**config.mk**
```make
export PLATFORM = sky130hd
export DESIGN_NAME = byte_to_5bit_symbol_codec_flat
export DESIGN_NICKNAME = d
export VERILOG_FILES = /design/src/sv/b5s_pkg.sv /design/src/sv/b5s_in_if.sv /design/src/sv/b5s_out_if.sv /design/src/sv/b5s_cfg_if.sv /design/src/sv/byte_to_5bit_symbol_codec.sv /design/src/flat_wrapper.sv
export VERILOG_INCLUDE_DIRS = /design/src /design/src/sv
export SDC_FILE = /design/constraint.sdc
export NUM_CORES = 1
export LEC_CHECK = 0
export BUFFER_PORTS_ARGS = -buffer_cell sky130_fd_sc_hd__buf_4
export CAP_MARGIN = 25
export CELL_PAD_IN_SITES_DETAIL_PLACEMENT = 1
export CELL_PAD_IN_SITES_GLOBAL_PLACEMENT = 2
export CORE_ASPECT_RATIO = 0.8
export CORE_MARGIN = 4
export CORE_UTILIZATION = 42
export CTS_CLUSTER_SIZE = 28
export DETAILED_ROUTE_END_ITERATION = 10
export PLACE_DENSITY = 0.92
export SLEW_MARGIN = 30
export SYNTH_ARGS = -nofsm -noshare
export SYNTH_HDL_FRONTEND = slang
export SYNTH_SLANG_ARGS = --single-unit
```
**constraint.sdc**
```tcl
create_clock -name i_clk -period 11.8 [get_ports i_clk]
set_input_delay 0 -clock i_clk [delete_from_list [all_inputs] [get_ports i_clk]]
set_output_delay 0 -clock i_clk [all_outputs]
set_load 0.005 [all_outputs]
```
**src/sv/byte_to_5bit_symbol_codec_defines.svh**
```systemverilog
// assertion macros shared by the codec rtl
`ifndef BYTE_TO_5BIT_SYMBOL_CODEC_DEFINES_SVH
`define BYTE_TO_5BIT_SYMBOL_CODEC_DEFINES_SVH

// same-cycle implication, sampled on i_clk, off while in reset
`define B5S_ASSERT_IMPL(lbl, ante, cons) \
    lbl: assert property (@(posedge i_clk) disable iff (!i_rst_n) (ante) |-> (cons)) \
        else $error("b5s assertion failed");

// next-cycle implication, sampled on i_clk, off while in reset
`define B5S_ASSERT_NEXT(lbl, ante, cons) \
    lbl: assert property (@(posedge i_clk) disable iff (!i_rst_n) (ante) |=> (cons)) \
        else $error("b5s assertion failed");

`endif

```
**src/sv/b5s_pkg.sv**
```systemverilog
// shared constants, types and the symbol alphabet of the 5-bit symbol codec
package b5s_pkg;

    // payload widths
    localparam int BYTE_W     = 8;
    localparam int SYM_W      = 5;
    localparam int LINE_W     = 7;
    localparam int CFG_IDX_W  = 2;
    localparam int CFG_DATA_W = 7;
    localparam int MAX_RES    = 5;

    // character codes and alphabet constants
    localparam logic [BYTE_W-1:0] NL_CHAR      = 8'd10;
    localparam logic [BYTE_W-1:0] LETTER_BASE  = 8'd65;
    localparam logic [BYTE_W-1:0] DIGIT_OFFSET = 8'd22;
    localparam logic [SYM_W-1:0]  LETTER_SPAN  = 5'd26;
    localparam logic [LINE_W-1:0] COUNT_MAX    = 7'd127;
    localparam logic [LINE_W-1:0] LIMIT_RST    = 7'd72;

    // configuration register indexes
    typedef enum logic [CFG_IDX_W-1:0] {
        CFG_MODE  = 2'd0,
        CFG_LIMIT = 2'd1
    } t_cfg_idx;

    // 5-bit value to its character: letters first, then digits
    function automatic logic [BYTE_W-1:0] symbol_of(input logic [SYM_W-1:0] v);
        logic [BYTE_W-1:0] ch;
        if (v < LETTER_SPAN) begin
            ch = LETTER_BASE + {3'b000, v};
        end else begin
            ch = DIGIT_OFFSET + {3'b000, v};
        end
        return ch;
    endfunction

endpackage

```
**src/sv/b5s_in_if.sv**
```systemverilog
// input word channel: one byte and its end-of-stream flag
interface b5s_in_if;
    logic                         valid;
    logic                         ready;
    logic [b5s_pkg::BYTE_W-1:0]   in_byte;
    logic                         end_of_stream;

    modport source (output valid, output in_byte, output end_of_stream, input ready);
    modport sink   (input valid, input in_byte, input end_of_stream, output ready);
endinterface

```
**src/sv/b5s_out_if.sv**
```systemverilog
// output word channel: one character and its last flag
interface b5s_out_if;
    logic                         valid;
    logic                         ready;
    logic [b5s_pkg::BYTE_W-1:0]   out_char;
    logic                         last;

    modport source (output valid, output out_char, output last, input ready);
    modport sink   (input valid, input out_char, input last, output ready);
endinterface

```
**src/sv/b5s_cfg_if.sv**
```systemverilog
// configuration write channel: register index and write data
interface b5s_cfg_if;
    logic                             valid;
    logic                             ready;
    logic [b5s_pkg::CFG_IDX_W-1:0]    index;
    logic [b5s_pkg::CFG_DATA_W-1:0]   data;

    modport source (output valid, output index, output data, input ready);
    modport sink   (input valid, input index, input data, output ready);
endinterface

```
**src/sv/byte_to_5bit_symbol_codec.sv**
```systemverilog
// Byte to 5-bit symbol codec. In encode mode (mode = 1, the reset value) each input byte is
// split MSB-first into 5-bit symbols written as 'A'-'Z' and '0'-'5', with a newline after
// line_limit symbols per line; at end_of_stream any leftover bits are padded into one last symbol
// closed by a newline. In decode mode (mode = 0) newlines are skipped and symbols are packed
// back into bytes; leftover bits at end_of_stream are dropped. A word is taken into an input
// register, then its whole result list (0 to 5 characters) is worked out and loaded into a
// result shift register once that register is empty or is handing out its last character;
// it sends one character per cycle while the receiver is ready, the last one flagged. A new
// word is accepted whenever the input register is empty or its word moves on, so the next word
// can come in while the results of the last are still going out. A normal encode word gives
// one or two symbols and a possible newline, a decode word at most one byte, a flushing
// end-of-stream word up to five characters. Writing mode clears the pending bits and the line
// count; configuration is taken at any time, but is only meant to change while the block is
// idle.
`include "byte_to_5bit_symbol_codec_defines.svh"

module byte_to_5bit_symbol_codec (
    input  logic       i_clk,
    input  logic       i_rst_n,
    b5s_in_if.sink     i_in,
    b5s_out_if.source  o_out,
    b5s_cfg_if.sink    i_cfg
);

    // configuration
    logic                              r_mode;
    logic [b5s_pkg::LINE_W-1:0]        r_limit;

    // codec state
    logic [6:0]                        r_buf;
    logic [2:0]                        r_bcnt;
    logic [b5s_pkg::LINE_W-1:0]        r_line;

    // input register
    logic                              r_in_valid;
    logic [b5s_pkg::BYTE_W-1:0]        r_in_byte;
    logic                              r_in_eos;

    // result shift register
    logic [b5s_pkg::BYTE_W-1:0]        r_list [b5s_pkg::MAX_RES];
    logic [2:0]                        r_left;

    // next values
    logic [b5s_pkg::BYTE_W-1:0]        n_list [b5s_pkg::MAX_RES];
    logic [2:0]                        n_num;
    logic [6:0]                        n_buf;
    logic [2:0]                        n_bcnt;
    logic [b5s_pkg::LINE_W-1:0]        n_line;

    // handshake
    logic                              w_take;
    logic                              w_consume;
    logic                              w_accept;
    logic                              w_mode_wr;

    // encode datapath
    logic [2:0]                        e_cnt;
    logic [11:0]                       e_acc;
    logic [3:0]                        e_tot;
    logic                              e_two;
    logic [2:0]                        e_rem;
    logic [b5s_pkg::SYM_W-1:0]         e_s1;
    logic [b5s_pkg::SYM_W-1:0]         e_s2;
    logic [3:0]                        e_left;
    logic [7:0]                        e_lc;
    logic [b5s_pkg::LINE_W-1:0]        e_lcs;
    logic                              e_nl;
    logic [b5s_pkg::LINE_W-1:0]        e_lc2;
    logic                              e_flush;
    logic [7:0]                        e_lcf;
    logic                              e_nl2;
    logic [b5s_pkg::SYM_W-1:0]         e_pad;

    // decode datapath
    logic                              d_isnl;
    logic [b5s_pkg::SYM_W-1:0]         d_v;
    logic [11:0]                       d_acc;
    logic [3:0]                        d_tot;
    logic                              d_emit;
    logic [2:0]                        d_rem;
    logic [b5s_pkg::BYTE_W-1:0]        d_byte;
    logic [6:0]                        d_left;

    // list builder
    logic [2:0]                        k;

    // handshake decode
    assign w_take    = o_out.valid && o_out.ready;
    assign w_consume = r_in_valid && ((r_left == 3'd0) || ((r_left == 3'd1) && o_out.ready));
    assign w_accept  = i_in.valid && i_in.ready;
    assign w_mode_wr = i_cfg.valid && i_cfg.ready && (i_cfg.index == b5s_pkg::CFG_MODE);
    assign i_in.ready  = !r_in_valid || w_consume;
    assign i_cfg.ready = 1'b1;

    // output port
    assign o_out.valid    = (r_left != 3'd0);
    assign o_out.out_char = r_list[0];
    assign o_out.last     = (r_left == 3'd1);

    // encode: append the byte, split off one or two symbols, line and flush handling
    always_comb begin
        e_cnt   = (r_bcnt > 3'd4) ? 3'd4 : r_bcnt;
        e_acc   = {r_buf[3:0] & 4'((5'd1 << e_cnt) - 5'd1), r_in_byte};
        e_tot   = {1'b0, e_cnt} + 4'd8;
        e_two   = (e_tot >= 4'd10);
        e_rem   = e_two ? 3'(e_tot - 4'd10) : 3'(e_tot - 4'd5);
        e_s1    = 5'(e_acc >> (e_tot - 4'd5));
        e_s2    = 5'(e_acc >> e_rem);
        e_left  = 4'(e_acc & 12'((13'd1 << e_rem) - 13'd1));
        e_lc    = {1'b0, r_line} + (e_two ? 8'd2 : 8'd1);
        e_lcs   = (e_lc > {1'b0, b5s_pkg::COUNT_MAX}) ? b5s_pkg::COUNT_MAX : e_lc[6:0];
        e_nl    = (e_lcs >= r_limit);
        e_lc2   = e_nl ? '0 : e_lcs;
        e_flush = r_in_eos && (e_rem != 3'd0);
        e_lcf   = {1'b0, e_lc2} + 8'd1;
        e_nl2   = (e_lcf >= {1'b0, r_limit}) && !e_nl;
        e_pad   = 5'({1'b0, e_left} << (3'd5 - e_rem));
    end

    // decode: map the character, append five bits, split off a byte when one is full
    always_comb begin
        d_isnl = (r_in_byte == b5s_pkg::NL_CHAR);
        d_v    = (r_in_byte >= b5s_pkg::LETTER_BASE) ? 5'(r_in_byte - b5s_pkg::LETTER_BASE)
                                                     : 5'(r_in_byte - b5s_pkg::DIGIT_OFFSET);
        d_acc  = {r_buf & 7'((8'd1 << r_bcnt) - 8'd1), d_v};
        d_tot  = {1'b0, r_bcnt} + 4'd5;
        d_emit = (d_tot >= 4'd8);
        d_rem  = d_emit ? 3'(d_tot - 4'd8) : 3'(d_tot);
        d_byte = 8'(d_acc >> (d_tot - 4'd8));
        d_left = 7'(d_acc & 12'((13'd1 << d_rem) - 13'd1));
    end

    // result list and next state for the word in the input register
    always_comb begin
        k = 3'd0;
        for (int i = 0; i < b5s_pkg::MAX_RES; i++) begin
            n_list[i] = '0;
        end
        n_buf  = r_buf;
        n_bcnt = r_bcnt;
        n_line = r_line;
        if (r_mode) begin
            n_list[k] = b5s_pkg::symbol_of(e_s1);
            k = k + 3'd1;
            if (e_two) begin
                n_list[k] = b5s_pkg::symbol_of(e_s2);
                k = k + 3'd1;
            end
            if (e_nl) begin
                n_list[k] = b5s_pkg::NL_CHAR;
                k = k + 3'd1;
            end
            if (e_flush) begin
                if (e_nl2) begin
                    n_list[k] = b5s_pkg::NL_CHAR;
                    k = k + 3'd1;
                end
                n_list[k] = b5s_pkg::symbol_of(e_pad);
                k = k + 3'd1;
                n_list[k] = b5s_pkg::NL_CHAR;
                k = k + 3'd1;
            end
            n_buf  = {3'b000, e_left};
            n_bcnt = e_rem;
            n_line = e_lc2;
        end else begin
            if (!d_isnl) begin
                if (d_emit) begin
                    n_list[k] = d_byte;
                    k = k + 3'd1;
                end
                n_buf  = d_left;
                n_bcnt = d_rem;
            end
        end
        if (r_in_eos) begin
            n_buf  = '0;
            n_bcnt = '0;
            n_line = '0;
        end
        // a mode write clears the pending bits and the line count
        if (w_mode_wr) begin
            n_buf  = '0;
            n_bcnt = '0;
            n_line = '0;
        end
        n_num = k;
    end

    // control registers: configuration, state, input valid, result count
    always_ff @(posedge i_clk) begin
        if (!i_rst_n) begin
            r_mode     <= 1'b1;
            r_limit    <= b5s_pkg::LIMIT_RST;
            r_buf      <= '0;
            r_bcnt     <= '0;
            r_line     <= '0;
            r_in_valid <= 1'b0;
            r_left     <= '0;
        end else begin
            if (w_consume || w_mode_wr) begin
                r_buf  <= n_buf;
                r_bcnt <= n_bcnt;
                r_line <= n_line;
            end
            if (i_cfg.valid && i_cfg.ready) begin
                unique case (i_cfg.index)
                    b5s_pkg::CFG_MODE: begin
                        r_mode <= i_cfg.data[0];
                    end
                    b5s_pkg::CFG_LIMIT: begin
                        r_limit <= i_cfg.data;
                    end
                    default: begin
                    end
                endcase
            end
            if (w_accept) begin
                r_in_valid <= 1'b1;
            end else if (w_consume) begin
                r_in_valid <= 1'b0;
            end
            if (w_consume) begin
                r_left <= n_num;
            end else if (w_take) begin
                r_left <= r_left - 3'd1;
            end
        end
    end

    // payload registers
    always_ff @(posedge i_clk) begin
        if (w_accept) begin
            r_in_byte <= i_in.in_byte;
            r_in_eos  <= i_in.end_of_stream;
        end
        if (w_consume) begin
            r_list <= n_list;
        end else if (w_take) begin
            for (int i = 0; i < b5s_pkg::MAX_RES - 1; i++) begin
                r_list[i] <= r_list[i+1];
            end
        end
    end

    // every encoded word gives at least one symbol
    `B5S_ASSERT_IMPL(a_enc_gives_result, w_consume && r_mode, n_num != 3'd0)
    // results of one word go out without a gap
    `B5S_ASSERT_NEXT(a_burst_no_gap, w_take && !o_out.last, o_out.valid)
    // a word waiting in the input register is held
    `B5S_ASSERT_NEXT(a_word_held, r_in_valid && !w_consume, r_in_valid && $stable(r_in_byte))
    // encode never leaves more than four pending bits
    `B5S_ASSERT_NEXT(a_enc_leftover, w_consume && r_mode && !r_in_eos, r_bcnt <= 3'd4)

endmodule

```
**src/flat_wrapper.sv**
```systemverilog
// flat-port wrapper written by rule: the top's interface ports become plain ports
module byte_to_5bit_symbol_codec_flat 
  (i_clk, i_rst_n, i_in_valid, i_in_in_byte, i_in_end_of_stream, i_in_ready, o_out_valid, o_out_out_char, o_out_last, o_out_ready, i_cfg_valid, i_cfg_index, i_cfg_data, i_cfg_ready);
  b5s_in_if i_in_i ();
  b5s_out_if o_out_i ();
  b5s_cfg_if i_cfg_i ();
  input  logic i_clk;
  input  logic i_rst_n;
  input wire logic [$bits(i_in_i.valid)-1:0] i_in_valid;
  input wire logic [$bits(i_in_i.in_byte)-1:0] i_in_in_byte;
  input wire logic [$bits(i_in_i.end_of_stream)-1:0] i_in_end_of_stream;
  output wire logic [$bits(i_in_i.ready)-1:0] i_in_ready;
  output wire logic [$bits(o_out_i.valid)-1:0] o_out_valid;
  output wire logic [$bits(o_out_i.out_char)-1:0] o_out_out_char;
  output wire logic [$bits(o_out_i.last)-1:0] o_out_last;
  input wire logic [$bits(o_out_i.ready)-1:0] o_out_ready;
  input wire logic [$bits(i_cfg_i.valid)-1:0] i_cfg_valid;
  input wire logic [$bits(i_cfg_i.index)-1:0] i_cfg_index;
  input wire logic [$bits(i_cfg_i.data)-1:0] i_cfg_data;
  output wire logic [$bits(i_cfg_i.ready)-1:0] i_cfg_ready;
  assign i_in_i.valid = i_in_valid;
  assign i_in_i.in_byte = i_in_in_byte;
  assign i_in_i.end_of_stream = i_in_end_of_stream;
  assign i_in_ready = i_in_i.ready;
  assign o_out_valid = o_out_i.valid;
  assign o_out_out_char = o_out_i.out_char;
  assign o_out_last = o_out_i.last;
  assign o_out_i.ready = o_out_ready;
  assign i_cfg_i.valid = i_cfg_valid;
  assign i_cfg_i.index = i_cfg_index;
  assign i_cfg_i.data = i_cfg_data;
  assign i_cfg_ready = i_cfg_i.ready;
  byte_to_5bit_symbol_codec u_core (.i_clk(i_clk), .i_rst_n(i_rst_n), .i_in(i_in_i), .o_out(o_out_i), .i_cfg(i_cfg_i));
endmodule
```
==> flow_summary.yaml <==
run_status:
  outcome: "completed"
critical_path:
  worst_path_most_repeated_cell: "inv_1"
  startpoint: "u_core.r_bcnt[2]$_SDFFE_PN0P_"
  worstSetupStartpointType: "flip-flop"
  r2r_slack_ps: 3690
  r2r-start: "u_core.r_bcnt[2]$_SDFFE_PN0P_"
  worstPathArrival_ps: 8290
  cp.required_ps: 11980
  critPathMaxFanout: 33
  crit_type: "reg -> reg"
  end_kind: "flip-flop"
  slowest_delay_ps: 820
  crit_slowest_cell: "fa_1"
routing:
  routed_via_density: 6.21
  top_layer_used: "met5"
  m1WireLength_mm: 10.8
  post_drt_wl_per_cell_um: 21.9
  drc_errors: 0
  met2WireLength_mm: 10.2
  route.met3.wl_mm: 1.54
  drt-total-wl_mm: 22.7
  first_pass_iters: 5
  drt_iter0_markers: 593
  via_count: 6460
  ant_nets: 0
final_layout:
  finalCoreUtilization: 0.480
  seqCellArea_mm2: 0.00193
  areaGrowthSynthToFinish_pct: 11.4
  multiInputGateArea_mm2: 0.00445
  drive_above_1_share: 0.119
  nNetsFinal: 899
  fillerInstances: 1874
  diodes: 0
  fin_cells: 1041
synthesis:
  ys_seq_elements: 74
  synth-edff-count: 45
  postSynth.asyncResetShare: 0
  mappedNetlistArea_mm2: 0.00684
  yosysWarnings: 0
  avgSynthCellArea_um2: 8.45
  synth.distinct_cells: 88
  synthCells: 809
  ys_seq_area_frac: 0.283
  synth_fp_nets: 887
  synth_ff_type: "edfxtp_1"
global_routing:
  grt_pass1_vias: 6493
  grt_antenna_before_repair: 1
  track_usage: 0.255
  grt-ovfl-total: 0
  grt_max_degree: 40
  grt_pass1_wl_mm: 36.6
floorplan:
  start_util: 0.431
  fp.dieArea_mm2: 0.0184
  die_h_um: 122
  ioPinCount: 35
  coreArea_mm2: 0.0159
  chipWidth_um: 151
  std_cell_rows: 41
worst_hold_path:
  hold_class: "in -> reg"
  min-delay-start: "o_out_ready"
sta:
  whs_ps: 8.45
  setup_viol: 0
  fin_crit_sh: 0.687
  drv_slew: 0
  worst_slew_pin_slew_ps: 927
  grt_setup_unrepaired: "no"
  skew_ps: 5.03
  period_minus_slack_ps: 8110
  fmax_ghz: 0.123
  worst_slack_ps: 3690
  relSlewSlack: 0.376
  hold_violations: 0
  tns_ps: 0
placed_design:
  dp_hpwl_mm: 17.0
  post-place-ws_ps: 3880
  gp_congestion: 0.922
  port_buffers: 33
  place_inst: 1005
cts:
  clock_latency_ps: 360
  clkSinkCount: 74
  clk_path_buf_depth: 2
  cts_resized: 0
  cts-buffers-inserted: 9
  cts_tree: "done"
  cts_root_buffer: "clkbuf_16"
  h-tree-depth: 3
  clkSlewWorstSetupHoldPaths_ps: 70
power:
  power.leakage_nw: 2.99
  powerDensity_mw_per_mm2: 227
  peakVddDrop_uv: 90.9
run:
  maxCapViolCount: 0
[worst paths after layout]
path	to	cells after the start
worst max-delay path	u_core.r_list[30]$_DFFE_PP_	33
worst min register to register	u_core.r_left[1]$_SDFFE_PN0P_	1
worst max register to register	u_core.r_list[30]$_DFFE_PP_	33
worst min-delay path	u_core.r_left[2]$_SDFFE_PN0P_	4
[cell usage after synthesis, types with 14 or more instances]
library cell | count | area [um^2]
o21ai_0 | 54 | 270
dfxtp_1 | 29 | 581
xnor2_1 | 19 | 166
nand2_1 | 80 | 300
inv_1 | 42 | 158
nor2_1 | 55 | 206
o221ai_1 | 14 | 123
a21oi_1 | 32 | 160
nor3_1 | 15 | 75.1
edfxtp_1 | 45 | 1350
nand2b_1 | 15 | 93.8
nor2b_1 | 30 | 188
nand3_1 | 33 | 165
mux2i_1 | 20 | 200
ha_1 | 53 | 663
clkbuf_1 | 35 | 131
[report_power, final]
part           total [mW]  leakage [nW]  internal (mW)  switching, mW
Combinational        1.05          2.19          0.389          0.657
Clock               0.280         0.131          0.146          0.134
Sequential          0.405         0.672          0.367         0.0382
[routing by layer]
layer	up-vias	global-route usage
li1	3008	-
met1	3231	0.360
met2	198	0.396
met3	21	0.0643
met4	2	0.0544
met5	-	0
[what timing repair did]
item                      in CTS  in global routing
hold endpoints to repair      18                  0
setup buffers                  0                  0
hold buffers                  20                  0
[through the flow]
step                      area [um^2]  power, mW
after floorplan                  6840       1.15
after global placement           7130       1.38
after detailed placement         7130       1.43
after CTS                        7610       1.72
after global routing             7610       1.85
final                            7610       1.73
[cell type report]
class                           instances  area share
Clock buffer                            9      0.0296
Clock inverter                          7     0.00789
Inverter                               45      0.0225
Multi-Input combinational cell        630       0.584
Sequential cell                        74       0.254
Tap cell                              215      0.0353
Timing Repair Buffer                   61      0.0667
[worst max-delay path, delay by kind of cell (launching register included)]
family,cells,cell delay (ps)
fa+ha+maj,6,2370
simple gates,8,1950
buf+inv,7,1100
xor+xnor,2,350
flops,1,310
compound gates,10,1840
[registers in the layout (all words and copies together), names as in the netlist]
signal and flops:
u_core.r_limit 7, u_core.r_in_valid 1, u_core.r_mode 1, u_core.r_left 3, u_core.r_line 7, u_core.o_out.out_char 8, u_core.r_list 28, u_core.r_in_byte 8
u_core.r_buf 7, u_core.r_in_eos 1, u_core.r_bcnt 3
[placed cells by master, fill, tap and decap left out, types with 12 or more instances in the layout]
cell / synthesis / layout
a21oi_1: 32 / 32
a22oi_1: 13 / 13
a31oi_1: 13 / 13
buf_4: 11 / 41
dfxtp_1: 29 / 29
dlygate4sd3_1: 0 / 20
edfxtp_1: 45 / 45
ha_1: 53 / 53
inv_1: 42 / 42
mux2i_1: 20 / 20
nand2_1: 80 / 80
nand2b_1: 15 / 15
nand3_1: 33 / 33
nor2_1: 55 / 55
nor2b_1: 30 / 30
nor3_1: 15 / 15
o211ai_1: 12 / 12
o21ai_0: 54 / 54
o221ai_1: 14 / 14
xnor2_1: 19 / 19
[kinds of logic after synthesis]
kind of cell | Yosys count | synth area share
buf+inv | 105 | 0.0668
other cells | 1 | 0.000549
mux | 38 | 0.0721
fa+ha+maj | 55 | 0.103
flops | 74 | 0.283
compound gates | 222 | 0.227
xor+xnor | 27 | 0.0346
simple gates | 287 | 0.213
Note: power is estimated with default switching activity, not from simulation.
